## src/rtl/sli_pkg.sv

```systemverilog
// Types and codes shared by the sorted list unit, its cells and its checker.
package sli_pkg;

    localparam int unsigned ValueWidth = 32;
    localparam int unsigned CountPortWidth = 5;

    typedef enum logic {
        REQ_INSERT = 1'b0,
        REQ_REMOVE = 1'b1
    } req_type_t;

    typedef enum logic [1:0] {
        ST_OK        = 2'd0,
        ST_FULL      = 2'd1,
        ST_EMPTY     = 2'd2,
        ST_NOT_FOUND = 2'd3
    } status_t;

    // Command broadcast to every cell of the chain.
    typedef struct packed {
        logic                          update;
        logic                          is_insert;
        logic signed [ValueWidth-1:0]  value;
    } cell_cmd_t;

endpackage

```

## src/rtl/sorted_list_insert_remove_unit.sv

```systemverilog
// Top level of the descending sorted list: cell chain, count and response register.
//
//  channel | handshake            | payload
//  --------+----------------------+----------------------------
//  request | req_valid/req_ready  | req_type, value
//  response| rsp_valid/rsp_ready  | status, entry_count
//
// One request per cycle while responses are drained: every cell compares against
// the value and shifts in the same cycle, and the response appears in the next cycle.
// Reset clears the internal count and the response valid; cell contents and the response payload are never cleared.
// A request is taken whenever the response register is empty or being drained,
// so a stalled response holds off the request channel until it is taken.
module sorted_list_insert_remove_unit #(
    parameter int unsigned CAPACITY = 16
) (
    input  logic                                   clk,
    input  logic                                   rst_n,
    input  logic                                   req_valid,
    output logic                                   req_ready,
    input  logic                                   req_type,
    input  logic signed [sli_pkg::ValueWidth-1:0]  value,
    output logic                                   rsp_valid,
    input  logic                                   rsp_ready,
    output logic [1:0]                             status,
    output logic [sli_pkg::CountPortWidth-1:0]     entry_count
);
    import sli_pkg::*;

    localparam int unsigned CW = $clog2(CAPACITY + 1);

    logic [CW-1:0]                 count_reg;
    logic [CW-1:0]                 count_next;
    logic                          rsp_valid_reg;
    logic                          rsp_valid_next;
    status_t                       status_reg;
    status_t                       status_next;
    logic [CountPortWidth-1:0]     entry_count_reg;
    logic [CountPortWidth-1:0]     entry_count_next;
    logic [CW+CountPortWidth-1:0]  count_ext;

    logic                          accept;
    logic                          is_insert;
    logic                          full;
    logic                          empty;
    logic                          found;
    cell_cmd_t                     cmd;

    logic [CAPACITY-1:0]           gt_vec;
    logic [CAPACITY-1:0]           hit_vec;
    logic signed [ValueWidth-1:0]  entry_vec [CAPACITY];

    assign accept    = req_valid && req_ready;
    assign req_ready = !rsp_valid_reg || rsp_ready;
    assign is_insert = (req_type_t'(req_type) == REQ_INSERT);
    assign full      = (count_reg == CW'(CAPACITY));
    assign empty     = (count_reg == '0);
    assign found     = |hit_vec;

    assign cmd.update    = accept && (is_insert ? !full : (!empty && found));
    assign cmd.is_insert = is_insert;
    assign cmd.value     = value;

    // Build the chain of cells
    for (genvar i = 0; i < CAPACITY; i++)
    begin : g_cell
        logic                         left_gt_w;
        logic signed [ValueWidth-1:0] left_value_w;
        logic signed [ValueWidth-1:0] right_value_w;

        if (i == 0)
        begin : g_head
            assign left_gt_w    = 1'b1;
            assign left_value_w = value;
        end
        else
        begin : g_body
            assign left_gt_w    = gt_vec[i-1];
            assign left_value_w = entry_vec[i-1];
        end

        if (i == CAPACITY - 1)
        begin : g_tail
            assign right_value_w = entry_vec[i];
        end
        else
        begin : g_inner
            assign right_value_w = entry_vec[i+1];
        end

        sli_cell u_cell (
            .clk         (clk),
            .cmd         (cmd),
            .occupied    (CW'(i) < count_reg),
            .left_gt     (left_gt_w),
            .left_value  (left_value_w),
            .right_value (right_value_w),
            .gt          (gt_vec[i]),
            .hit         (hit_vec[i]),
            .entry       (entry_vec[i])
        );
    end

    // Work out status and the new count of a request
    always_comb
    begin
        count_next  = count_reg;
        status_next = status_reg;
        if (accept)
        begin
            if (is_insert)
            begin
                if (full)
                begin
                    status_next = ST_FULL;
                end
                else
                begin
                    status_next = ST_OK;
                    count_next  = count_reg + CW'(1);
                end
            end
            else
            begin
                priority if (empty)
                begin
                    status_next = ST_EMPTY;
                end
                else if (found)
                begin
                    status_next = ST_OK;
                    count_next  = count_reg - CW'(1);
                end
                else
                begin
                    status_next = ST_NOT_FOUND;
                end
            end
        end
    end

    assign count_ext        = {{CountPortWidth{1'b0}}, count_next};
    assign entry_count_next = accept ? count_ext[CountPortWidth-1:0] : entry_count_reg;
    assign rsp_valid_next   = accept || (rsp_valid_reg && !rsp_ready);

    // Control state
    always_ff @(posedge clk or negedge rst_n)
    begin
        if (!rst_n)
        begin
            count_reg     <= '0;
            rsp_valid_reg <= 1'b0;
        end
        else
        begin
            count_reg     <= count_next;
            rsp_valid_reg <= rsp_valid_next;
        end
    end

    // Response payload
    always_ff @(posedge clk)
    begin
        status_reg      <= status_next;
        entry_count_reg <= entry_count_next;
    end

    assign rsp_valid   = rsp_valid_reg;
    assign status      = status_reg;
    assign entry_count = entry_count_reg;

endmodule

```

## src/rtl/sli_cell.sv

```systemverilog
// One storage cell of the sorted chain: compares its entry and shifts with its neighbors.
module sli_cell (
    input  logic                                   clk,
    input  sli_pkg::cell_cmd_t                     cmd,
    input  logic                                   occupied,
    input  logic                                   left_gt,
    input  logic signed [sli_pkg::ValueWidth-1:0]  left_value,
    input  logic signed [sli_pkg::ValueWidth-1:0]  right_value,
    output logic                                   gt,
    output logic                                   hit,
    output logic signed [sli_pkg::ValueWidth-1:0]  entry
);
    import sli_pkg::*;

    logic signed [ValueWidth-1:0] entry_reg;
    logic signed [ValueWidth-1:0] entry_next;
    logic                         boundary;

    // Compare the stored entry against the request value
    assign gt       = occupied && (entry_reg > cmd.value);
    assign boundary = !gt && left_gt;
    assign hit      = boundary && occupied && (entry_reg == cmd.value);
    assign entry    = entry_reg;

    // On an update, hold entries ahead of the boundary and shift the rest
    always_comb
    begin
        entry_next = entry_reg;
        if (cmd.update && !gt)
        begin
            if (cmd.is_insert)
            begin
                entry_next = boundary ? cmd.value : left_value;
            end
            else
            begin
                entry_next = right_value;
            end
        end
    end

    always_ff @(posedge clk)
    begin
        entry_reg <= entry_next;
    end

endmodule

```

## config.mk

```make
export PLATFORM = sky130hd
export DESIGN_NAME = sorted_list_insert_remove_unit
export DESIGN_NICKNAME = d
export VERILOG_FILES = /design/src/rtl/sli_pkg.sv /design/src/rtl/sorted_list_insert_remove_unit.sv /design/src/rtl/sli_cell.sv
export SDC_FILE = /design/constraint.sdc
export NUM_CORES = 2
export LEC_CHECK = 0
export BUFFER_PORTS_ARGS = -buffer_cell sky130_fd_sc_hd__clkbuf_2
export CAP_MARGIN = 25
export CELL_PAD_IN_SITES_DETAIL_PLACEMENT = 1
export CELL_PAD_IN_SITES_GLOBAL_PLACEMENT = 1
export CORE_ASPECT_RATIO = 1.75
export CORE_UTILIZATION = 44
export CTS_CLUSTER_SIZE = 16
export DETAILED_ROUTE_END_ITERATION = 10
export PLACE_DENSITY_LB_ADDON = 0.2
export SYNTH_ARGS = -nofsm -noshare
export SYNTH_HDL_FRONTEND = slang
export SYNTH_SLANG_ARGS = --single-unit
export TNS_END_PERCENT = 1
```

## constraint.sdc

```tcl
create_clock -name clk -period 16 [get_ports clk]
set_clock_uncertainty 0.2 [all_clocks]
set_input_delay 1.6 -clock clk [delete_from_list [all_inputs] [get_ports clk]]
set_output_delay 1.6 -clock clk [all_outputs]
set_load 0.005 [all_outputs]
```

==> summary.txt <==
Setup path
  – Slowest stage delay, CP: 670 ps
  – Critical path peak fanout: 19
  – Worst-path cell chain: clkbuf_2 -> inv_1 -> ha_1 -> nand4_1 -> nor4_1 -> a21bo_2 -> a31o_2 -> o2111a_1 -> nor4_2 -> nand3_1 -> o211ai_4 -> buf_4 -> a21boi_4 -> buf_4
  – Most Frequent Cell on Critical Path: buf_4
  – Worst Path Required: 16180 ps
  – Slowest CP cell: nor4_1
  – WP buf/inv: 4
  – CP Class: in2reg
  – Worst endpoint data arrival time: 7050 ps
  – CP startpoint kind: input port
  – Largest delay share family, worst path: simple AND/OR/NAND/NOR gates
  – Crit. End Element: register

GRT
  – First-pass GRT wire length: 199900 µm
  – Overflow after GRT: 0
  – Initial antenna violation count: 7
  – Largest net degree at the start of global routing: 112
  – Number of global-route vias before repair: 32420
  – GRT Total Usage: 30.22%

Timing
  – Max transition margin: 25.23%
  – Setup TNS: 0 ps
  – Maximum clock rate: 145.5 MHz
  – Period Utilization, post-route: 42.95%
  – Crit path time final: 6872 ps
  – Fin. max-slew vios: 0
  – Final setup viols: 0
  – Hold_ws: 351.1 ps
  – Worst Tran Pin Value: 1120 ps
  – RSZ-0062 raised after global routing: false
  – Final hold violation count: 0

Min path
  – Hold Crit Class: reg2reg

Synth
  – Cells after synthesis: 3771
  – Seq/Total Area, Yosys: 41.30%
  – Syn avg cell area: 10.10 µm²
  – Post-synth top flop: edfxtp_1
  – Yosys reg bits: 525
  – Distinct cells, synth: 89
  – Mapped Nets: 4323
  – Post-Syn Area: 38100 µm²
  – Yosys Warn Count: 0
  – FFs w/ async S/R, synth: 1.143%
  – EDFF count, synth: 519

Run
  – Max-Cap Viols: 0

Clock tree
  – Max clock buf depth: 3
  – Clk Latency, worst-skew pair: 660 ps
  – H-tree Lvls: 2
  – CTS root buffer: clkbuf_16
  – Hold Buf Count CTS: 0
  – TritonCTS clock tree: done
  – Number of CTS-inserted buffers: 56
  – Number of post-CTS setup repair buffers: 0
  – Clk slew on worst S/H paths: 60 ps
  – Post-cts sizing count: 0
  – Sink Count: 525

Floorplan
  – Rows: 142
  – Die area: 87830 µm²
  – Number of top-level pins: 46
  – Chip Height: 391.3 µm
  – Core area: 85640 µm²
  – Starting Density: 44.49%
  – Die Span X: 224.5 µm

Finish
  – # fillers: 9660
  – Area Growth Syn to Fin: 8.767%
  – Number of flip-flops in the largest register: 512
  – Fraction of layout instances using a drive strength above 1: 6.809%
  – Final net count: 4298

Detailed routing
  – Number of remaining DRC errors: 0
  – Routed length per instance: 26.81 µm
  – Number of DRC markers in iteration 0: 1626
  – Routed wire length: 132500 µm
  – DR vias: 30602
  – Router iterations before antenna repair: 5
  – Vias per cell: 6.192
  – Routed Antenna Nets: 0

Placed design
  – Number of buffers added on ports: 45
  – Dpl hpwl: 98850 µm
  – Final Wtd Congestion: 0.9069

Pwr
  – Power per Cell Area: 96.36 nW/µm²
  – Lkg Pwr: 17.06 nW
  – VDD IR-drop max: 0.08214 mV

Run status
  – Status: completed
-- synth_stat cells (all sizes together) (4+ instances only) --
| cell | instances | area [µm²] |
|---|---|---|
| a221oi | 17 | 148.9 |
| a21boi | 11 | 82.57 |
| nor4 | 21 | 173.9 |
| o31a | 5 | 45.04 |
| nand2b | 12 | 75.07 |
| nor3 | 12 | 65.06 |
| o211ai | 21 | 162.6 |
| and2 | 7 | 43.79 |
| a211o | 4 | 35.03 |
| and4 | 24 | 210.2 |
| xnor2 | 7 | 61.31 |
| a211oi | 8 | 60.06 |
| nor2 | 130 | 503.0 |
| a2111o | 6 | 67.56 |
| buf | 56 | 425.4 |
| a2111oi | 4 | 35.03 |
| a21o | 58 | 435.4 |
| or4 | 7 | 53.80 |
| dfrtp | 6 | 150.1 |
| a221o | 11 | 110.1 |
| edfxtp | 519 | 15580 |
| mux2 | 33 | 371.6 |
| and3 | 6 | 38.79 |
| mux2i | 388 | 3884 |
| nor2b | 17 | 106.4 |
| o21ai | 557 | 2795 |
| a21oi | 268 | 1349 |
| nand3 | 51 | 260.3 |
| a31oi | 9 | 56.30 |
| a2bb2oi | 4 | 35.03 |
| nand2 | 602 | 2262 |
| inv | 69 | 259.0 |
| o21a | 12 | 90.09 |
| ha | 515 | 6444 |
| or3 | 6 | 40.03 |
| clkbuf | 150 | 583.1 |
| nand4 | 90 | 575.6 |
-- cells in the final DEF (no fill, tap or decap), drive strengths merged, types with 8 or more instances in the layout --
cell / Yosys / final
a21boi: 11 / 11
nor2b: 17 / 17
nor2: 130 / 130
a221oi: 17 / 17
o211ai: 21 / 21
nand2: 602 / 602
nor4: 21 / 21
nand4: 90 / 90
buf: 56 / 80
nand3: 51 / 51
a211oi: 8 / 8
ha: 515 / 515
clkinv: 1 / 29
inv: 69 / 70
a221o: 11 / 11
nor3: 12 / 12
clkbuf: 150 / 110
a21o: 58 / 58
edfxtp: 519 / 519
mux2i: 388 / 388
mux2: 33 / 33
nand2b: 12 / 12
o21a: 12 / 12
a31oi: 9 / 9
and4: 24 / 24
o21ai: 557 / 557
a21oi: 268 / 268
-- per-stage QoR --
step                      cells  cell area, µm²  total power, mW  utilization [%]  setup WS [ps]
final                      4942           41440            3.994            48.40           9128
after global routing       4941           41440            4.146            48.39           9031
after CTS                  4939           41390            4.008            48.34           9167
after detailed placement   4838           39650            2.679            46.29           8507
after global placement     4834           39550            2.644            46.18           8597
after floorplan            3771           38100            2.371                -           8797
-- layer usage --
metal,up-vias,global-route usage [%],routed length [µm]
li1,14150,-,-
met1,15460,32.86,49990
met2,651,57.38,71230
met3,329,3.228,3938
met4,12,14.82,7233
met5,-,0,76
-- power by group --
| group | switching [mW] | internal, mW |
|---|---|---|
| Sequential | 0.0785 | 1.62 |
| Combinational | 0.599 | 0.360 |
| Clock | 0.607 | 0.727 |
-- cells by family (layout without fill, tap and decap cells) --
kind of cell / count (synthesis) / in the layout / share of synthesized area [%]
compound gates: 1022 / 1022 / 15.09
xor+xnor: 8 / 8 / 0.1839
mux: 421 / 421 / 11.17
flops: 525 / 525 / 41.30
buf+inv: 277 / 295 / 3.362
fa+ha+maj: 515 / 515 / 16.91
other cells: 0 / 1 / 0
simple gates: 1003 / 1003 / 11.99
-- final timing paths --
check	from	to	slack, ps	cells past startpoint
setup reg to reg	g_cell[5].u_cell.entry[31]$_DFFE_PP_	g_cell[2].u_cell.entry[17]$_DFFE_PP_	10630	12
hold reg to reg	rsp_valid$_DFF_PN0_	rsp_valid$_DFF_PN0_	350	2
hold / removal	rsp_valid$_DFF_PN0_	rsp_valid$_DFF_PN0_	350	2
min in group asynchronous	rst_n	count_reg[0]$_DFF_PN0_	610	1
max in group asynchronous	rst_n	count_reg[3]$_DFF_PN0_	14760	1
setup / recovery	value[14]	g_cell[2].u_cell.entry[17]$_DFFE_PP_	9130	14
-- area by class of cell --
cell class	instances	area (µm²)	area share, %
flip-flops and latches	525	15740	37.97
well taps	1152	1441	3.478
multi-input cells	2969	21330	51.46
clock inverters	35	289.0	0.6974
diodes	1	2.502	0.006038
clock buffers	66	1460	3.523
inverters	70	262.8	0.6340
repair buffers	124	928.4	2.240
-- worst min-delay path: stages, from the launching register on --
cell and delay, ps:
dfrtp_1 340, nand2b_1 100, nand2b_1 80
Power figures use the tool's default switching activity.
